### config.mk
export PLATFORM = sky130hd
export DESIGN_NAME = json_string_unescape_utf8
export DESIGN_NICKNAME = d
export VERILOG_FILES = /design/src/hw/rtl/jsu_pkg.sv /design/src/hw/rtl/json_string_unescape_utf8.sv /design/src/hw/rtl/jsu_queue.sv /design/src/hw/rtl/jsu_front.sv /design/src/hw/rtl/jsu_back.sv
export VERILOG_INCLUDE_DIRS = /design/src /design/src/hw/rtl
export SDC_FILE = /design/constraint.sdc
export NUM_CORES = 1
export LEC_CHECK = 0
export BUFFER_PORTS_ARGS = -buffer_cell sky130_fd_sc_hd__buf_2
export CORE_MARGIN = 2
export CORE_UTILIZATION = 63
export DETAILED_ROUTE_END_ITERATION = 10
export GPL_TIMING_DRIVEN = 1
export PLACE_DENSITY = 0.9
export REMOVE_ABC_BUFFERS = 1
export SKIP_CTS_REPAIR_TIMING = 1
export SLEW_MARGIN = 15
export SYNTH_ARGS = -nofsm -noshare
export SYNTH_HDL_FRONTEND = slang
export SYNTH_HIERARCHICAL = 1
export SYNTH_SLANG_ARGS = --single-unit
export TNS_END_PERCENT = 50
### constraint.sdc
create_clock -name aclk -period 10.67 [get_ports aclk]
set_clock_uncertainty 0.05 [all_clocks]
set_input_delay 2.134 -clock aclk [delete_from_list [all_inputs] [get_ports aclk]]
set_output_delay 2.134 -clock aclk [all_outputs]
set_load 0.02 [all_outputs]
### src/hw/rtl/json_string_unescape_utf8_macros.svh
// Assertion macros shared by the JSON string unescaper queue and emitter modules.
`ifndef JSON_STRING_UNESCAPE_UTF8_MACROS_SVH
`define JSON_STRING_UNESCAPE_UTF8_MACROS_SVH

// Same-cycle implication, checked out of reset.
`define JSU_ASSERT_IMP(name, clk, rstn, ante, cons, msg) \
    name: assert property (@(posedge clk) disable iff (!rstn) (ante) |-> (cons)) \
        else $error(msg);

// Next-cycle implication, checked out of reset.
`define JSU_ASSERT_NXT(name, clk, rstn, ante, cons, msg) \
    name: assert property (@(posedge clk) disable iff (!rstn) (ante) |=> (cons)) \
        else $error(msg);

`endif

### src/hw/rtl/jsu_pkg.sv
// Shared types, character codes and UTF-8 helpers of the JSON string unescaper.
package jsu_pkg;

    // Decoder modes
    typedef enum logic [2:0] {
        MODE_TEXT  = 3'd0,
        MODE_ESC   = 3'd1,
        MODE_HEX   = 3'd2,
        MODE_PAIR0 = 3'd3,
        MODE_PAIR1 = 3'd4
    } mode_t;

    // Character codes
    localparam logic [7:0] CH_QUOTE  = 8'h22;
    localparam logic [7:0] CH_BSLASH = 8'h5C;
    localparam logic [7:0] CH_U      = 8'h75;
    localparam logic [7:0] CH_N      = 8'h6E;
    localparam logic [7:0] CH_R      = 8'h72;
    localparam logic [7:0] CH_T      = 8'h74;
    localparam logic [7:0] CH_B      = 8'h62;
    localparam logic [7:0] CH_F      = 8'h66;
    localparam logic [7:0] CH_LF     = 8'h0A;
    localparam logic [7:0] CH_CR     = 8'h0D;
    localparam logic [7:0] CH_TAB    = 8'h09;
    localparam logic [7:0] CH_BS     = 8'h08;
    localparam logic [7:0] CH_FF     = 8'h0C;
    localparam logic [7:0] CH_0      = 8'h30;
    localparam logic [7:0] CH_UA     = 8'h41;
    localparam logic [7:0] CH_LA     = 8'h61;

    // Surrogate and UTF-8 constants
    localparam logic [15:0] SURR_HI_MIN = 16'hD800;
    localparam logic [15:0] SURR_HI_MAX = 16'hDBFF;
    localparam logic [15:0] SURR_LO_MIN = 16'hDC00;
    localparam logic [15:0] SURR_LO_MAX = 16'hDFFF;
    localparam logic [20:0] SUPP_BASE   = 21'h10000;
    localparam logic [20:0] UTF8_LIM1   = 21'h00080;
    localparam logic [20:0] UTF8_LIM2   = 21'h00800;
    localparam logic [7:0]  UTF8_LEAD2  = 8'hC0;
    localparam logic [7:0]  UTF8_LEAD3  = 8'hE0;
    localparam logic [7:0]  UTF8_LEAD4  = 8'hF0;
    localparam logic [7:0]  UTF8_CONT   = 8'h80;
    localparam logic [7:0]  UTF8_MASK   = 8'h3F;

    localparam logic [1:0]  LAST_DIGIT  = 2'd3;

    // Descriptor queue sizing
    localparam int QUEUE_DEPTH = 4;
    localparam int QPTR_W      = $clog2(QUEUE_DEPTH);
    localparam int QCNT_W      = $clog2(QUEUE_DEPTH + 1);

    // One input byte's worth of results, as segments in output order:
    // held surrogate, 'u', raw hex digits, code point, single byte, marker.
    typedef struct packed {
        logic [9:0]  hi_val;
        logic [1:0]  dig_k;
        logic [11:0] dig_buf;
        logic [2:0]  dig_case;
        logic [2:0]  cp_len;
        logic [20:0] cp_val;
        logic [7:0]  b_val;
        logic [3:0]  o_u;
        logic [3:0]  o_dig;
        logic [3:0]  o_cp;
        logic [3:0]  o_b;
        logic [3:0]  o_mk;
        logic [3:0]  total;
    } desc_t;

    // Rebuild a held high surrogate from its low ten bits
    function automatic logic [20:0] surr_cp(input logic [9:0] held);
        surr_cp = {5'b0, SURR_HI_MIN[15:10], held};
    endfunction

    // Number of UTF-8 bytes for a code point
    function automatic logic [2:0] utf8_len(input logic [20:0] cp);
        if (cp < UTF8_LIM1) begin
            utf8_len = 3'd1;
        end else if (cp < UTF8_LIM2) begin
            utf8_len = 3'd2;
        end else if (cp < SUPP_BASE) begin
            utf8_len = 3'd3;
        end else begin
            utf8_len = 3'd4;
        end
    endfunction

    // Byte idx of the UTF-8 encoding of cp, which is len bytes long
    function automatic logic [7:0] utf8_byte(input logic [20:0] cp, input logic [2:0] len,
                                             input logic [1:0] idx);
        logic [7:0] c0;
        logic [7:0] c1;
        logic [7:0] c2;
        c0 = UTF8_CONT | ({2'b00, cp[5:0]} & UTF8_MASK);
        c1 = UTF8_CONT | ({2'b00, cp[11:6]} & UTF8_MASK);
        c2 = UTF8_CONT | ({2'b00, cp[17:12]} & UTF8_MASK);
        case (len)
            3'd1: utf8_byte = {1'b0, cp[6:0]};
            3'd2: utf8_byte = (idx == 2'd0) ? (UTF8_LEAD2 | {3'b000, cp[10:6]}) : c0;
            3'd3: begin
                case (idx)
                    2'd0:    utf8_byte = UTF8_LEAD3 | {4'b0000, cp[15:12]};
                    2'd1:    utf8_byte = c1;
                    default: utf8_byte = c0;
                endcase
            end
            default: begin
                case (idx)
                    2'd0:    utf8_byte = UTF8_LEAD4 | {5'b00000, cp[20:18]};
                    2'd1:    utf8_byte = c2;
                    2'd2:    utf8_byte = c1;
                    default: utf8_byte = c0;
                endcase
            end
        endcase
    endfunction

endpackage

### src/hw/rtl/json_string_unescape_utf8.sv
// Top level of the JSON string unescaper: raw message bytes in, decoded UTF-8 results out.
// Path: a taken byte's descriptor is registered in the descriptor queue, and its
// results then go one at a time through the output register until each is taken.
// Throughput: one byte per cycle if bytes yield at most one result and m_ready is high;
// more results hold the output longer, a 4-entry descriptor queue absorbs the bursts.
// Reset: synchronous active-low aresetn clears decoder state, queue and output valid.
module json_string_unescape_utf8 (
    input  logic       aclk,
    input  logic       aresetn,
    input  logic       s_valid,
    output logic       s_ready,
    input  logic [7:0] s_in_byte,
    input  logic       s_end_of_message,
    output logic       m_valid,
    input  logic       m_ready,
    output logic [7:0] m_out_byte,
    output logic       m_byte_valid,
    output logic       m_string_end,
    output logic       m_last_of_run
);
    import jsu_pkg::*;

    logic  q_full;
    logic  q_push;
    desc_t q_wdata;
    logic  q_pop;
    logic  q_valid;
    desc_t q_head;

    jsu_front u_front (
        .aclk             (aclk),
        .aresetn          (aresetn),
        .s_valid          (s_valid),
        .s_ready          (s_ready),
        .s_in_byte        (s_in_byte),
        .s_end_of_message (s_end_of_message),
        .q_full           (q_full),
        .q_push           (q_push),
        .q_desc           (q_wdata)
    );

    jsu_queue u_queue (
        .aclk       (aclk),
        .aresetn    (aresetn),
        .push       (q_push),
        .push_data  (q_wdata),
        .full       (q_full),
        .pop        (q_pop),
        .head_valid (q_valid),
        .head_data  (q_head)
    );

    jsu_back u_back (
        .aclk          (aclk),
        .aresetn       (aresetn),
        .q_valid       (q_valid),
        .q_desc        (q_head),
        .q_pop         (q_pop),
        .m_valid       (m_valid),
        .m_ready       (m_ready),
        .m_out_byte    (m_out_byte),
        .m_byte_valid  (m_byte_valid),
        .m_string_end  (m_string_end),
        .m_last_of_run (m_last_of_run)
    );

endmodule

### src/hw/rtl/jsu_queue.sv
// Short register queue of result descriptors between decoder front and emitter.
`include "json_string_unescape_utf8_macros.svh"

module jsu_queue (
    input  logic          aclk,
    input  logic          aresetn,
    input  logic          push,
    input  jsu_pkg::desc_t push_data,
    output logic          full,
    input  logic          pop,
    output logic          head_valid,
    output jsu_pkg::desc_t head_data
);
    import jsu_pkg::*;

    desc_t               mem_reg [QUEUE_DEPTH];
    logic [QPTR_W-1:0]   wr_ptr_reg;
    logic [QPTR_W-1:0]   rd_ptr_reg;
    logic [QCNT_W-1:0]   count_reg;
    logic [QPTR_W-1:0]   wr_ptr_next;
    logic [QPTR_W-1:0]   rd_ptr_next;
    logic [QCNT_W-1:0]   count_next;

    assign full       = (count_reg == QCNT_W'(QUEUE_DEPTH));
    assign head_valid = (count_reg != '0);
    assign head_data  = mem_reg[rd_ptr_reg];

    // Advance pointers and occupancy
    always_comb begin
        wr_ptr_next = push ? wr_ptr_reg + 1'b1 : wr_ptr_reg;
        rd_ptr_next = pop ? rd_ptr_reg + 1'b1 : rd_ptr_reg;
        count_next  = count_reg;
        if (push && !pop) begin
            count_next = count_reg + 1'b1;
        end else if (pop && !push) begin
            count_next = count_reg - 1'b1;
        end
    end

    always_ff @(posedge aclk) begin
        if (!aresetn) begin
            wr_ptr_reg <= '0;
            rd_ptr_reg <= '0;
            count_reg  <= '0;
        end else begin
            wr_ptr_reg <= wr_ptr_next;
            rd_ptr_reg <= rd_ptr_next;
            count_reg  <= count_next;
        end
    end

    // Store the pushed descriptor
    always_ff @(posedge aclk) begin
        if (push) begin
            mem_reg[wr_ptr_reg] <= push_data;
        end
    end

    `JSU_ASSERT_IMP(a_push_not_full, aclk, aresetn, push, !full, "descriptor pushed into full queue")
    `JSU_ASSERT_IMP(a_pop_not_empty, aclk, aresetn, pop, head_valid, "descriptor popped from empty queue")
    `JSU_ASSERT_NXT(a_count_up, aclk, aresetn, push && !pop, count_reg == $past(count_reg) + 1'b1, "queue count did not grow on push")

endmodule

### src/hw/rtl/jsu_front.sv
// Decoder front: takes message bytes, tracks escape state, builds result descriptors.
module jsu_front (
    input  logic           aclk,
    input  logic           aresetn,
    input  logic           s_valid,
    output logic           s_ready,
    input  logic [7:0]     s_in_byte,
    input  logic           s_end_of_message,
    input  logic           q_full,
    output logic           q_push,
    output jsu_pkg::desc_t q_desc
);
    import jsu_pkg::*;

    // Decoder state
    mode_t       mode_reg, mode_next, step_mode;
    logic [11:0] hexbuf_reg, hexbuf_next, step_hexbuf;
    logic [1:0]  cnt_reg, cnt_next, step_cnt;
    logic [2:0]  hcase_reg, hcase_next, step_hcase;
    logic [9:0]  held_reg, held_next, step_held;
    logic        hp_reg, hp_next, step_hp;
    logic        closed_reg, closed_next, step_closed;

    logic        accept;
    logic [7:0]  in_c;
    logic        is_hex;
    logic        is_upper;
    logic [3:0]  nib;
    logic [15:0] v;
    logic        v_low;
    logic        v_high;
    logic        pair;
    logic [20:0] pair_cp;
    logic        c_quote;
    logic        c_bslash;
    mode_t       text_mode;
    logic [7:0]  esc_byte;

    // Segment enables and offsets of the descriptor
    logic        hi_en, u_en, b_en, mk_en;
    logic [3:0]  l_hi, l_dig, l_cp;
    desc_t       d;

    assign accept  = s_valid && s_ready;
    assign s_ready = !q_full;
    assign in_c    = s_in_byte;

    // Classify the incoming byte
    always_comb begin
        is_hex   = 1'b0;
        is_upper = 1'b0;
        nib      = in_c[3:0];
        if (in_c inside {[8'h30:8'h39]}) begin
            is_hex = 1'b1;
        end else if (in_c inside {[8'h61:8'h66]}) begin
            is_hex = 1'b1;
            nib    = in_c[3:0] + 4'd9;
        end else if (in_c inside {[8'h41:8'h46]}) begin
            is_hex   = 1'b1;
            is_upper = 1'b1;
            nib      = in_c[3:0] + 4'd9;
        end
        c_quote   = (in_c == CH_QUOTE);
        c_bslash  = (in_c == CH_BSLASH);
        text_mode = c_bslash ? MODE_ESC : MODE_TEXT;
        v         = {hexbuf_reg, nib};
        v_low     = v inside {[SURR_LO_MIN:SURR_LO_MAX]};
        v_high    = v inside {[SURR_HI_MIN:SURR_HI_MAX]};
        pair      = hp_reg && v_low;
        pair_cp   = SUPP_BASE + {1'b0, held_reg, v[9:0]};
        case (in_c)
            CH_N:    esc_byte = CH_LF;
            CH_R:    esc_byte = CH_CR;
            CH_T:    esc_byte = CH_TAB;
            CH_B:    esc_byte = CH_BS;
            CH_F:    esc_byte = CH_FF;
            default: esc_byte = in_c;
        endcase
    end

    // State after handling the byte, before any message-end flush
    always_comb begin
        step_mode   = mode_reg;
        step_hexbuf = hexbuf_reg;
        step_cnt    = cnt_reg;
        step_hcase  = hcase_reg;
        step_held   = held_reg;
        step_hp     = hp_reg;
        step_closed = closed_reg;
        if (!closed_reg) begin
            case (mode_reg)
                MODE_ESC: begin
                    step_mode = (in_c == CH_U) ? MODE_HEX : MODE_TEXT;
                    step_hexbuf = '0;
                    step_cnt    = '0;
                    step_hcase  = '0;
                end
                MODE_HEX: begin
                    if (!is_hex) begin
                        step_hp     = 1'b0;
                        step_hexbuf = '0;
                        step_cnt    = '0;
                        step_hcase  = '0;
                        step_mode   = text_mode;
                        step_closed = c_quote;
                    end else if (cnt_reg == LAST_DIGIT) begin
                        step_hexbuf = '0;
                        step_cnt    = '0;
                        step_hcase  = '0;
                        step_hp     = 1'b0;
                        step_mode   = MODE_TEXT;
                        if (!pair && v_high) begin
                            step_held = v[9:0];
                            step_hp   = 1'b1;
                            step_mode = MODE_PAIR0;
                        end
                    end else begin
                        step_hexbuf = {hexbuf_reg[7:0], nib};
                        step_cnt    = cnt_reg + 2'd1;
                        if (is_upper) begin
                            step_hcase[cnt_reg] = 1'b1;
                        end
                    end
                end
                MODE_PAIR0: begin
                    if (c_bslash) begin
                        step_mode = MODE_PAIR1;
                    end else begin
                        step_hp     = 1'b0;
                        step_mode   = text_mode;
                        step_closed = c_quote;
                    end
                end
                MODE_PAIR1: begin
                    if (in_c == CH_U) begin
                        step_mode   = MODE_HEX;
                        step_hexbuf = '0;
                        step_cnt    = '0;
                        step_hcase  = '0;
                    end else begin
                        step_hp   = 1'b0;
                        step_mode = MODE_TEXT;
                    end
                end
                default: begin
                    step_mode   = text_mode;
                    step_closed = c_quote;
                end
            endcase
        end
    end

    // Next state: message end returns everything to reset
    always_comb begin
        mode_next   = mode_reg;
        hexbuf_next = hexbuf_reg;
        cnt_next    = cnt_reg;
        hcase_next  = hcase_reg;
        held_next   = held_reg;
        hp_next     = hp_reg;
        closed_next = closed_reg;
        if (accept) begin
            if (s_end_of_message) begin
                mode_next   = MODE_TEXT;
                hexbuf_next = '0;
                cnt_next    = '0;
                hcase_next  = '0;
                held_next   = '0;
                hp_next     = 1'b0;
                closed_next = 1'b0;
            end else begin
                mode_next   = step_mode;
                hexbuf_next = step_hexbuf;
                cnt_next    = step_cnt;
                hcase_next  = step_hcase;
                held_next   = step_held;
                hp_next     = step_hp;
                closed_next = step_closed;
            end
        end
    end

    always_ff @(posedge aclk) begin
        if (!aresetn) begin
            mode_reg   <= MODE_TEXT;
            hexbuf_reg <= '0;
            cnt_reg    <= '0;
            hcase_reg  <= '0;
            held_reg   <= '0;
            hp_reg     <= 1'b0;
            closed_reg <= 1'b0;
        end else begin
            mode_reg   <= mode_next;
            hexbuf_reg <= hexbuf_next;
            cnt_reg    <= cnt_next;
            hcase_reg  <= hcase_next;
            held_reg   <= held_next;
            hp_reg     <= hp_next;
            closed_reg <= closed_next;
        end
    end

    // Build the descriptor of this byte's results
    always_comb begin
        d     = '0;
        hi_en = 1'b0;
        u_en  = 1'b0;
        b_en  = 1'b0;
        mk_en = 1'b0;
        if (accept && !closed_reg) begin
            case (mode_reg)
                MODE_ESC: begin
                    if (in_c != CH_U) begin
                        b_en    = 1'b1;
                        d.b_val = esc_byte;
                    end
                end
                MODE_HEX: begin
                    if (!is_hex) begin
                        hi_en      = hp_reg;
                        d.hi_val   = held_reg;
                        u_en       = 1'b1;
                        d.dig_k    = cnt_reg;
                        d.dig_buf  = hexbuf_reg;
                        d.dig_case = hcase_reg;
                        mk_en      = c_quote;
                        b_en       = !c_quote && !c_bslash;
                        d.b_val    = in_c;
                    end else if (cnt_reg == LAST_DIGIT) begin
                        if (pair) begin
                            d.cp_val = pair_cp;
                            d.cp_len = 3'd4;
                        end else begin
                            hi_en    = hp_reg;
                            d.hi_val = held_reg;
                            if (!v_high) begin
                                d.cp_val = {5'b0, v};
                                d.cp_len = utf8_len({5'b0, v});
                            end
                        end
                    end
                end
                MODE_PAIR0: begin
                    if (!c_bslash) begin
                        hi_en    = 1'b1;
                        d.hi_val = held_reg;
                        mk_en    = c_quote;
                        b_en     = !c_quote;
                        d.b_val  = in_c;
                    end
                end
                MODE_PAIR1: begin
                    if (in_c != CH_U) begin
                        hi_en    = 1'b1;
                        d.hi_val = held_reg;
                        b_en     = 1'b1;
                        d.b_val  = esc_byte;
                    end
                end
                default: begin
                    mk_en   = c_quote;
                    b_en    = !c_quote && !c_bslash;
                    d.b_val = in_c;
                end
            endcase
        end
        // Flush what is still pending at message end, then mark the string end
        if (accept && s_end_of_message && !step_closed) begin
            case (step_mode)
                MODE_ESC: begin
                    b_en    = 1'b1;
                    d.b_val = CH_BSLASH;
                end
                MODE_HEX: begin
                    hi_en      = step_hp;
                    d.hi_val   = step_held;
                    u_en       = 1'b1;
                    d.dig_k    = step_cnt;
                    d.dig_buf  = step_hexbuf;
                    d.dig_case = step_hcase;
                end
                MODE_PAIR0: begin
                    if (step_hp) begin
                        d.cp_val = surr_cp(step_held);
                        d.cp_len = 3'd3;
                    end
                end
                MODE_PAIR1: begin
                    hi_en    = step_hp;
                    d.hi_val = step_held;
                    b_en     = 1'b1;
                    d.b_val  = CH_BSLASH;
                end
                default: begin
                    b_en = b_en;
                end
            endcase
            mk_en = 1'b1;
        end
        // Lay out segment offsets
        l_hi    = hi_en ? 4'd3 : 4'd0;
        l_dig   = {2'b00, d.dig_k};
        l_cp    = {1'b0, d.cp_len};
        d.o_u   = l_hi;
        d.o_dig = d.o_u + {3'b000, u_en};
        d.o_cp  = d.o_dig + l_dig;
        d.o_b   = d.o_cp + l_cp;
        d.o_mk  = d.o_b + {3'b000, b_en};
        d.total = d.o_mk + {3'b000, mk_en};
    end

    assign q_desc = d;
    assign q_push = accept && (d.total != 4'd0);

endmodule

### src/hw/rtl/jsu_back.sv
// Result emitter: walks each descriptor one output byte per cycle unless m_ready stalls.
`include "json_string_unescape_utf8_macros.svh"

module jsu_back (
    input  logic           aclk,
    input  logic           aresetn,
    input  logic           q_valid,
    input  jsu_pkg::desc_t q_desc,
    output logic           q_pop,
    output logic           m_valid,
    input  logic           m_ready,
    output logic [7:0]     m_out_byte,
    output logic           m_byte_valid,
    output logic           m_string_end,
    output logic           m_last_of_run
);
    import jsu_pkg::*;

    logic [3:0] pos_reg, pos_next;
    logic       m_valid_reg, m_valid_next;
    logic [7:0] out_byte_reg;
    logic       byte_valid_reg;
    logic       string_end_reg;
    logic       last_reg;

    logic       load;
    logic [7:0] res_byte;
    logic       res_valid;
    logic       res_end;
    logic       res_last;
    logic [3:0] dig_off;
    logic [3:0] cp_off;
    logic [1:0] dig_sel;
    logic [3:0] dig_nib;
    logic       dig_up;

    // Hex digit back to its original character
    function automatic logic [7:0] hex_char(input logic [3:0] n, input logic up);
        if (n < 4'd10) begin
            hex_char = CH_0 + {4'b0000, n};
        end else begin
            hex_char = (up ? CH_UA : CH_LA) + {4'b0000, n} - 8'd10;
        end
    endfunction

    // Pick the result at the current position of the head descriptor
    always_comb begin
        dig_off   = pos_reg - q_desc.o_dig;
        cp_off    = pos_reg - q_desc.o_cp;
        dig_sel   = q_desc.dig_k - 2'd1 - dig_off[1:0];
        case (dig_sel)
            2'd0:    dig_nib = q_desc.dig_buf[3:0];
            2'd1:    dig_nib = q_desc.dig_buf[7:4];
            default: dig_nib = q_desc.dig_buf[11:8];
        endcase
        dig_up    = q_desc.dig_case[dig_off[1:0]];
        res_byte  = '0;
        res_valid = 1'b1;
        res_end   = 1'b0;
        if (pos_reg < q_desc.o_u) begin
            res_byte = utf8_byte(surr_cp(q_desc.hi_val), 3'd3, pos_reg[1:0]);
        end else if (pos_reg < q_desc.o_dig) begin
            res_byte = CH_U;
        end else if (pos_reg < q_desc.o_cp) begin
            res_byte = hex_char(dig_nib, dig_up);
        end else if (pos_reg < q_desc.o_b) begin
            res_byte = utf8_byte(q_desc.cp_val, q_desc.cp_len, cp_off[1:0]);
        end else if (pos_reg < q_desc.o_mk) begin
            res_byte = q_desc.b_val;
        end else begin
            res_valid = 1'b0;
            res_end   = 1'b1;
        end
        res_last = (pos_reg == q_desc.total - 4'd1);
    end

    // Advance through the descriptor when the output register can take a transaction
    assign load  = q_valid && (!m_valid_reg || m_ready);
    assign q_pop = load && res_last;

    always_comb begin
        pos_next = pos_reg;
        if (load) begin
            pos_next = res_last ? 4'd0 : pos_reg + 4'd1;
        end
        m_valid_next = m_valid_reg;
        if (load) begin
            m_valid_next = 1'b1;
        end else if (m_ready) begin
            m_valid_next = 1'b0;
        end
    end

    always_ff @(posedge aclk) begin
        if (!aresetn) begin
            pos_reg     <= '0;
            m_valid_reg <= 1'b0;
        end else begin
            pos_reg     <= pos_next;
            m_valid_reg <= m_valid_next;
        end
    end

    // Hold the result until the transaction completes
    always_ff @(posedge aclk) begin
        if (load) begin
            out_byte_reg   <= res_byte;
            byte_valid_reg <= res_valid;
            string_end_reg <= res_end;
            last_reg       <= res_last;
        end
    end

    assign m_valid       = m_valid_reg;
    assign m_out_byte    = out_byte_reg;
    assign m_byte_valid  = byte_valid_reg;
    assign m_string_end  = string_end_reg;
    assign m_last_of_run = last_reg;

    `JSU_ASSERT_IMP(a_marker_last, aclk, aresetn, m_valid && m_string_end, m_last_of_run && !m_byte_valid && (m_out_byte == 8'h00), "string end marker is not a bare last result")
    `JSU_ASSERT_IMP(a_pos_in_run, aclk, aresetn, q_valid, pos_reg < q_desc.total, "emit position beyond descriptor length")

endmodule
==> flow_summary.json, run 1 <==
{
  "drv_slew": 0,
  "path_buf_inv": 4,
  "cts-htree-levels": 2,
  "rows": 61,
  "synthesis.area_um2": 17800,
  "end_kind": "flop",
  "rsz0062_at_grt": "false",
  "criticalPathCategory": "in2reg",
  "synthArstFlopShare_pct": 0,
  "clk_path_buf_depth": 3,
  "grt_pass1_vias": 10800,
  "r2r_slack_ns": 2.89,
  "status": "finished clean",
  "port_buffers": 25,
  "drive_gt1_share_pct": 18.8,
  "fmax_mhz": 104,
  "largest_reg_flops": 332,
  "worstMarginPinSlew_ns": 1.21,
  "final_common_cell": "edfxtp_1",
  "wl_per_cell_um": 28.5,
  "worst-r2r-cell-count": 19,
  "grt_util_all_layers_pct": 31.1,
  "critPathTopFamily": "compound AO/OA/AOI/OAI gates",
  "slew-limit-headroom_pct": 18.7,
  "ys_seq_area_share_pct": 63.1,
  "diodes": 0,
  "hold_depth": 1,
  "vias": 11100,
  "drtAntennaViolNets": 0,
  "post_drt_via_cell_ratio": 7.07,
  "met1_usage_pct": 42.7,
  "fp.dieArea_um2": 29600,
  "yosys_warnings": 6,
  "place_ws_ns": 0.859,
  "start_util_pct": 64.0,
  "cp_common_cell": "ha_1",
  "required_ns": 10.80,
  "hold_violations": 0,
  "num-nets-final": 1232,
  "dpl.hpwl_um": 27700,
  "hold_path_class": "reg2reg",
  "gr-usage-met3_pct": 6.68,
  "cp.depth": 22,
  "vdd_drop_max_mv": 0.111,
  "core_area_um2": 27800,
  "cts.clk_slew.worst_paths_ns": 0.06,
  "cts.sink_count": 389,
  "gp_congestion": 0.940,
  "first_pass_iters": 8,
  "wl_um": 44800,
  "ys_types": 90,
  "p_per_area_nw_per_um2": 225,
  "antenna_found_initial": 0,
  "grt_max_degree": 84,
  "total_leakage_power_nw": 6.69,
  "startpoint": "s_in_byte[1]",
  "first_iter_violations": 1686,
  "grt_pass1_wl_um": 67400,
  "placed_cells": 1504,
  "cts_tree": "yes",
  "crit_arrival_ns": 9.72,
  "ys_ff_latch": 389,
  "overflow": 0,
  "clkLatencyLatePin_ns": 0.53,
  "cts_root_buf": "clkbuf_16",
  "synth.avg_cell_area_um2": 15.6,
  "cp-start-kind": "primary input",
  "final_cell_mix": "343 x edfxtp_1, 86 x mux4_2, 62 x nand2_1, 49 x nor2_1, 48 x ha_1",
  "cp_slowest_cell": "and2_4",
  "synthToLayoutAreaGrowth_pct": 9.63,
  "final.setup.worst_slack_ns": 1.08,
  "post-route-min-period_ns": 9.59,
  "finalSetupTns_ns": 0,
  "drv_cap": 0,
  "use_met2_pct": 50.3,
  "cts-buffers-inserted": 38,
  "drc_errors": 0,
  "die_w_um": 172,
  "top_usage_layer": "met2",
  "fin_crit_sh_pct": 89.8,
  "yosys_most_used_dff": "edfxtp_1",
  "fp.dieH_um": 172,
  "reg2reg_from": "u_front/cnt_reg[0]",
  "ios": 26,
  "synth_enable_flop_cells": 343,
  "r2r_end": "u_queue/mem_reg[1][15]",
  "cpPeakStageDelay_ns": 0.63,
  "fin_cells": 1573,
  "path_max_fanout": 37,
  "endpoint": "u_queue/mem_reg[1][15]",
  "worstPathCellList": "buf_2 > inv_1 > ha_1 > o21bai_1 > a2111o_1 > a2111oi_2 > nor3_1 > nand4b_1 > o22ai_1 > buf_4 > ha_1 > ha_1 > fa_1 > xor2_1 > ha_1 > xor2_1 > xor2_1 > and3_1 > xnor2_1 > o41a_1 > and2_4 > buf_4",
  "setup_viol": 0,
  "syn_inst": 1139
}
==> kinds of logic after synthesis <==
logic type | count (synthesis) | synth area share, %
mux | 104 | 12.0
buf+inv | 98 | 2.70
fa+ha+maj | 53 | 3.94
other cells | 1 | 0.0211
flops | 389 | 63.1
compound gates | 213 | 9.11
simple gates | 250 | 7.57
xor+xnor | 31 | 1.57
==> synthesized netlist by cell type (all sizes together), types with 12 or more instances <==
master,count,area (um2)
edfxtp,343,10300
mux4,86,1940
nand2,62,233
nor2,49,184
ha,48,601
dfxtp,46,921
inv,44,165
o21ai,40,204
a21oi,37,189
buf,37,252
a22o,27,236
and2,22,138
nor2b,22,138
nor3,20,110
clkbuf,17,63.8
a21boi,16,120
o2bb2ai,16,140
xnor2,16,148
xor2,15,131
nand3,14,70.1
nand2b,13,81.3
mux2i,12,120
==> layout make-up <==
type                            count  area (um2)
Inverter                           44         165
Clock inverter                     17         193
Multi-Input combinational cell    654        6100
Clock buffer                       52        1060
Sequential cell                   389       11200
Fill cell                        1649        8290
Timing Repair Buffer               39         268
Tap cell                          378         473
==> metal layers <==
metal / vias up / wire [um] / share of wire, %
met4: 0 / 1500 / 3.4
met3: 140 / 5350 / 12
met2: 950 / 21700 / 49
met1: 5470 / 16200 / 36
li1: 4555 / - / -
met5: - / 0 / 0
==> where the power goes <==
group / leakage [nW] / internal, mW / switching (mW) / total [mW]
registers: 3.64 / 1.80 / 0.0539 / 1.85
clock network: 0.610 / 0.779 / 0.570 / 1.35
logic: 2.43 / 0.437 / 0.745 / 1.18
total: 6.69 / 3.02 / 1.37 / 4.38
==> stage by stage <==
stage          power (mW)  utilization [%]  hold slack (ns)  instance area [um2]
2_1_floorplan        2.66                -            0.383                17500
3_3_place_gp         2.94             65.6            0.396                18200
3_5_place_dp         3.00             65.6            0.404                18200
4_1_cts              4.36             70.2            0.421                19500
5_1_grt              4.52             70.2            0.436                19500
6_report             4.38             70.2            0.421                19500
==> worst min path at each step <==
stage                         startpoint                   end
floorplan           u_front/hcase_reg[0]  u_front/hcase_reg[0]
global placement    u_front/hcase_reg[2]  u_front/hcase_reg[2]
detailed placement  u_front/hcase_reg[0]  u_front/hcase_reg[0]
CTS                 u_front/hcase_reg[0]  u_front/hcase_reg[0]
global route        u_front/hcase_reg[0]  u_front/hcase_reg[0]
finish              u_front/hcase_reg[0]  u_front/hcase_reg[0]
(Power assumes the default switching activity.)
==> inputs of run 2 (changes only) <==
Settings changed: SYNTH_HIERARCHICAL 1 to not set.
==> flow_summary.json, run 2 <==
{
  "status": "finished clean",
  "drv_cap": 0,
  "synthAdderAreaFrac_pct": 3.75,
  "drtAntennaViolNets": 0,
  "synth.area.mux_share_pct": 11.7,
  "fp.dieH_um": 168,
  "post-synth-top-area-cell": "edfxtp_1",
  "start_util_pct": 63.7,
  "final_common_cell": "edfxtp_1",
  "dpl.hpwl_um": 27000,
  "antenna_found_initial": 1,
  "rsz0062_at_grt": "false",
  "drive_gt1_share_pct": 17.5,
  "path_max_fanout": 49,
  "cp_slowest_cell": "nor4b_4",
  "post_drt_via_cell_ratio": 7.11,
  "final.setup.worst_slack_ns": 1.47,
  "placed_area_um2": 17500,
  "cpPeakStageDelay_ns": 0.83,
  "total_leakage_power_nw": 6.11,
  "wl_per_cell_um": 27.2,
  "grt_pass1_vias": 10600,
  "cts.clk_slew.worst_paths_ns": 0.06,
  "ys_seq_area_share_pct": 63.1,
  "overflow": 0,
  "synth.avg_cell_area_um2": 15.1,
  "synthesis.area_um2": 17000,
  "path_buf_inv": 3,
  "cts-htree-levels": 2,
  "yosysMostFrequentCell": "edfxtp_1",
  "finalSetupTns_ns": 0,
  "cts-buffers-inserted": 36,
  "gp_congestion": 0.949,
  "rows": 60,
  "p_per_area_nw_per_um2": 237,
  "drv_slew": 0,
  "fin_total_pwr_mw": 4.44,
  "setup_viol": 0,
  "worstMarginPinSlew_ns": 1.13,
  "yosys_warnings": 0,
  "synth_enable_flop_cells": 327,
  "critPathTopFamily": "simple AND/OR/NAND/NOR gates",
  "synth_common_cells": "327 x edfxtp_1, 76 x mux4_2, 61 x nand2_1, 54 x nor2b_1, 53 x nor2_1",
  "final_cell_mix": "327 x edfxtp_1, 76 x mux4_2, 61 x nand2_1, 54 x nor2b_1, 53 x nor2_1",
  "port_buffers": 25,
  "place_ws_ns": 1.18,
  "fin_util_pct": 70.0,
  "post-route-min-period_ns": 9.20,
  "slew-limit-headroom_pct": 24.5,
  "fin_crit_sh_pct": 86.2,
  "vdd_drop_max_mv": 0.124,
  "fp.dieArea_um2": 28400,
  "syn_inst": 1128,
  "cts_tree": "yes",
  "ios": 26,
  "synthArstFlopShare_pct": 0,
  "required_ns": 10.83,
  "synth_compound_area_share_pct": 8.25,
  "drc_errors": 0,
  "die_w_um": 168,
  "synth-xor-area-share_pct": 1.63,
  "cts_root_buf": "clkbuf_16",
  "cts.sink_count": 373,
  "grt_pass1_wl_um": 63900,
  "end_kind": "flop",
  "clkLatencyLatePin_ns": 0.53,
  "synth_top_area_share_pct": 57.7,
  "wl_um": 41600,
  "hold_violations": 0,
  "synth_top_family_by_area": "multiplexers",
  "largest_reg_flops": 316,
  "ys_ff_latch": 373,
  "crit_arrival_ns": 9.36,
  "grt_max_degree": 52,
  "core_area_um2": 26700,
  "criticalPathCategory": "in2reg",
  "synthSimpleGateAreaFrac_pct": 9.33,
  "fmax_mhz": 109,
  "fin_area_um2": 18700,
  "worstPathCellList": "buf_2 > inv_1 > ha_1 > nand2_1 > a2111o_1 > o221ai_1 > a21oi_2 > nor4b_4 > nand2_1 > nand2_1 > ha_1 > fa_1 > fa_1 > ha_1 > xor2_1 > nand3_1 > xor2_1 > o41a_1 > and2_4 > buf_4",
  "cp-start-kind": "primary input",
  "num-nets-final": 1219,
  "ys_types": 84,
  "clk_path_buf_depth": 3,
  "vias": 10900,
  "first_iter_violations": 1368,
  "synthToLayoutAreaGrowth_pct": 9.90,
  "first_pass_iters": 8,
  "grt_util_all_layers_pct": 29.9,
  "hold_path_class": "reg2reg",
  "synth_area_leaders": "edfxtp_1 58%, mux4_2 10%, dfxtp_1 5.4%",
  "fillers": 1608,
  "yosys_most_used_dff": "edfxtp_1"
}
[run 2: cell types whose count changed after synthesis, moves of 8 or more]
cell	change
nor2b_1	+32
a22oi_1	+20
edfxtp_1	-16
o2bb2ai_1	-16
a22o_1	-10
mux4_2	-10
mux2i_1	+9
nand3_1	+9
a21boi_0	-8
[run 2: kinds of logic after synthesis]
logic type	Yosys count
AND/OR/NAND/NOR	287
buffers and inverters	87
XOR/XNOR	30
adder cells (fa/ha/maj)	48
multiplexers	104
flip-flops	373
AO/OA/AOI/OAI	199
[run 2: worst reg2reg max path: stages (launching register included)]
cell	delay, ns
dfxtp_1	0.44
ha_1	0.44
inv_1	0.15
or4_1	0.66
o21ai_1	0.39
o21bai_1	0.16
a31o_2	0.33
ha_1	0.38
ha_1	0.25
fa_1	0.64
fa_1	0.57
ha_1	0.26
xor2_1	0.45
nand3_1	0.18
xor2_1	0.40
o41a_1	0.41
and2_4	0.71
buf_4	0.48
[run 2: area by class of cell]
type                       count  area (um2)  share of cell area [%]
clock buffer                  46         980                    5.23
clock inverter                20         262                    1.40
sequential                   373       10700                    57.4
timing repair buffer          37         215                    1.15
inverter                      42         158                   0.842
antenna                        1        2.50                  0.0134
tap                          341         427                    2.28
multi-input combinational    668        5920                    31.7
[run 2: where the power goes]
group / switching (mW) / internal (mW) / leakage, nW
combinational: 0.779 / 0.461 / 2.25
clock: 0.540 / 0.800 / 0.607
sequential: 0.0770 / 1.78 / 3.26
[run 2: final timing paths]
kind / end / cells past startpoint / slack (ns) / from
max: u_queue.mem_reg[3][73] / 20 / 1.47 / s_in_byte[0]
max reg2reg: u_queue.mem_reg[3][73] / 17 / 2.99 / u_front.cnt_reg[0]
min: u_queue.count_reg[2] / 2 / 0.46 / u_queue.count_reg[2]
min reg2reg: u_queue.count_reg[2] / 2 / 0.46 / u_queue.count_reg[2]
[run 2: per-layer routing]
| metal | vias to the layer above | share of wire, % | track usage, % |
|---|---|---|---|
| met3 | 152 | 11 | 5.59 |
| li1 | 4490 | - | - |
| met4 | 0 | 4.2 | 11.3 |
| met5 | - | 0 | 0 |
| met1 | 5382 | 37 | 40.2 |
| met2 | 839 | 49 | 49.3 |
[run 2: per-stage QoR]
stage / cells / hold slack [ns]
2_1_floorplan: 1083 / 0.400
3_3_place_gp: 1461 / 0.414
3_5_place_dp: 1461 / 0.420
4_1_cts: 1527 / 0.453
5_1_grt: 1527 / 0.485
6_report: 1528 / 0.465
==> inputs of run 3 (changes only) <==
Settings changed: CTS_BUF_LIST set to sky130_fd_sc_hd__clkbuf_8 sky130_fd_sc_hd__clkbuf_16.
==> flow_summary.json, run 3 (synthesized netlist as in run 2, its figures left out) <==
{
  "vdd_drop_max_mv": 0.125,
  "fin_crit_sh_pct": 86.4,
  "criticalPathCategory": "in2reg",
  "fmax_mhz": 109,
  "drtAntennaViolNets": 0,
  "fillers": 1608,
  "rsz0062_at_grt": "false",
  "die_w_um": 168,
  "grt_max_degree": 52,
  "final_common_cell": "edfxtp_1",
  "worstPathCellList": "buf_2 > inv_1 > ha_1 > nand2_1 > a2111o_1 > o221ai_1 > a21oi_2 > nor4b_4 > nand2_1 > nand2_1 > ha_1 > fa_1 > fa_1 > ha_1 > xor2_1 > nand3_1 > xor2_1 > o41a_1 > and2_4 > buf_4",
  "fp.dieArea_um2": 28400,
  "fin_total_pwr_mw": 4.44,
  "power_frac_seq_pct": 41.9,
  "worst-r2r-cell-count": 17,
  "sw_frac_of_total_pct": 31.5,
  "drv_cap": 0,
  "p_per_area_nw_per_um2": 237,
  "ios": 26,
  "end_kind": "flop",
  "rows": 60,
  "cts.clk_slew.worst_paths_ns": 0.06,
  "hold_violations": 0,
  "wl_per_cell_um": 27.3,
  "port_buffers": 25,
  "cts_tree": "yes",
  "setup_viol": 0,
  "post-route-min-period_ns": 9.22,
  "vias": 10800,
  "crit_arrival_ns": 9.37,
  "switchingPower_mw": 1.40,
  "placed_cells": 1461,
  "total_leakage_power_nw": 6.14,
  "gp_congestion": 0.949,
  "antenna_found_initial": 1,
  "cts-buffers-inserted": 36,
  "core_area_um2": 26700,
  "final.setup.worst_slack_ns": 1.45,
  "wl_um": 41700,
  "clk_path_buf_depth": 3,
  "cp.depth": 20,
  "num-nets-final": 1219,
  "cp_slowest_cell": "nor4b_4",
  "grt_util_all_layers_pct": 29.9,
  "cpPeakStageDelay_ns": 0.82,
  "cts_root_buf": "clkbuf_16",
  "grt_pass1_vias": 10600,
  "post_drt_via_cell_ratio": 7.07,
  "synthToLayoutAreaGrowth_pct": 9.90,
  "slew-limit-headroom_pct": 25.1,
  "place_ws_ns": 1.18,
  "drive_gt1_share_pct": 17.5,
  "first_iter_violations": 1358,
  "critPathTopFamily": "simple AND/OR/NAND/NOR gates",
  "hold_depth": 1,
  "overflow": 0,
  "fp.dieH_um": 168,
  "clkLatencyLatePin_ns": 0.53,
  "pwr-share-clk_pct": 30.1,
  "drv_slew": 0,
  "fin_cells": 1528,
  "cts-htree-levels": 2,
  "largest_reg_flops": 316,
  "drc_errors": 0,
  "status": "finished clean",
  "whs_ns": 0.462,
  "pwr-share-comb_pct": 28.0,
  "cts.sink_count": 373,
  "final_cell_mix": "327 x edfxtp_1, 76 x mux4_2, 61 x nand2_1, 54 x nor2b_1, 53 x nor2_1",
  "hold_path_class": "reg2reg",
  "first_pass_iters": 8,
  "dpl.hpwl_um": 27000,
  "start_util_pct": 63.7,
  "required_ns": 10.83,
  "path_buf_inv": 3,
  "worstMarginPinSlew_ns": 1.12,
  "cp-start-kind": "primary input",
  "finalSetupTns_ns": 0,
  "grt_pass1_wl_um": 63900,
  "intPower_mw": 3.04,
  "path_max_fanout": 49
}
[run 3: cell count changes in the layout (fill, tap and decap cells not counted)]
cell      delta
clkbuf_1     -7
inv_1        +7
[run 3: worst reg2reg max path: cells and delay by family, from the launching register on]
kind / cells / cell delay, ns
and+or+nand+nor: 3 / 1.55
xor gates and xnor gates: 2 / 0.87
adders and majority gates: 6 / 2.54
buffers and inverters: 2 / 0.63
AOI/OAI and AO/OA: 4 / 1.30
DFF: 1 / 0.42
[run 3: final timing paths]
path / startpoint / slack [ns] / endpoint
setup / recovery: s_in_byte[0] / 1.45 / u_queue.mem_reg[3][66]
hold reg to reg: u_front.hcase_reg[1] / 0.46 / u_front.hcase_reg[1]
hold / removal: u_front.hcase_reg[1] / 0.46 / u_front.hcase_reg[1]
setup reg to reg: u_front.cnt_reg[0] / 2.99 / u_queue.mem_reg[3][66]
[run 3: layer usage]
metal	vias up	GRT usage, %	routed length, um
li1	4494	-	-
met1	5338	40.2	15100
met2	818	49.3	20400
met3	155	5.59	4520
met4	0	11.3	1690
met5	-	0	0
[run 3: power groups by stage]
stage / combinational, mW / clock, mW / sequential [mW]
final: 1.24 / 1.34 / 1.86
after global routing: 1.31 / 1.39 / 1.87
after global placement: 1.13 / 0 / 1.87
after CTS: 1.22 / 1.34 / 1.86
after detailed placement: 1.18 / 0 / 1.89
after floorplan: 0.803 / 0 / 1.91
[run 3: layout make-up]
| cell class | instances | area [um2] | area share (%) |
|---|---|---|---|
| Clock inverter | 27 | 288 | 1.54 |
| Multi-Input combinational cell | 668 | 5920 | 31.7 |
| Clock buffer | 39 | 953 | 5.09 |
| Tap cell | 341 | 427 | 2.28 |
| Sequential cell | 373 | 10700 | 57.4 |
| Inverter | 42 | 158 | 0.842 |
| Timing Repair Buffer | 37 | 215 | 1.15 |
| Antenna cell | 1 | 2.50 | 0.0134 |
[run 3: stage by stage]
stage / util, % / area, um2
after floorplan: - / 16800
after global placement: 65.4 / 17500
after detailed placement: 65.4 / 17500
after CTS: 70.0 / 18700
after global routing: 70.0 / 18700
final: 70.0 / 18700
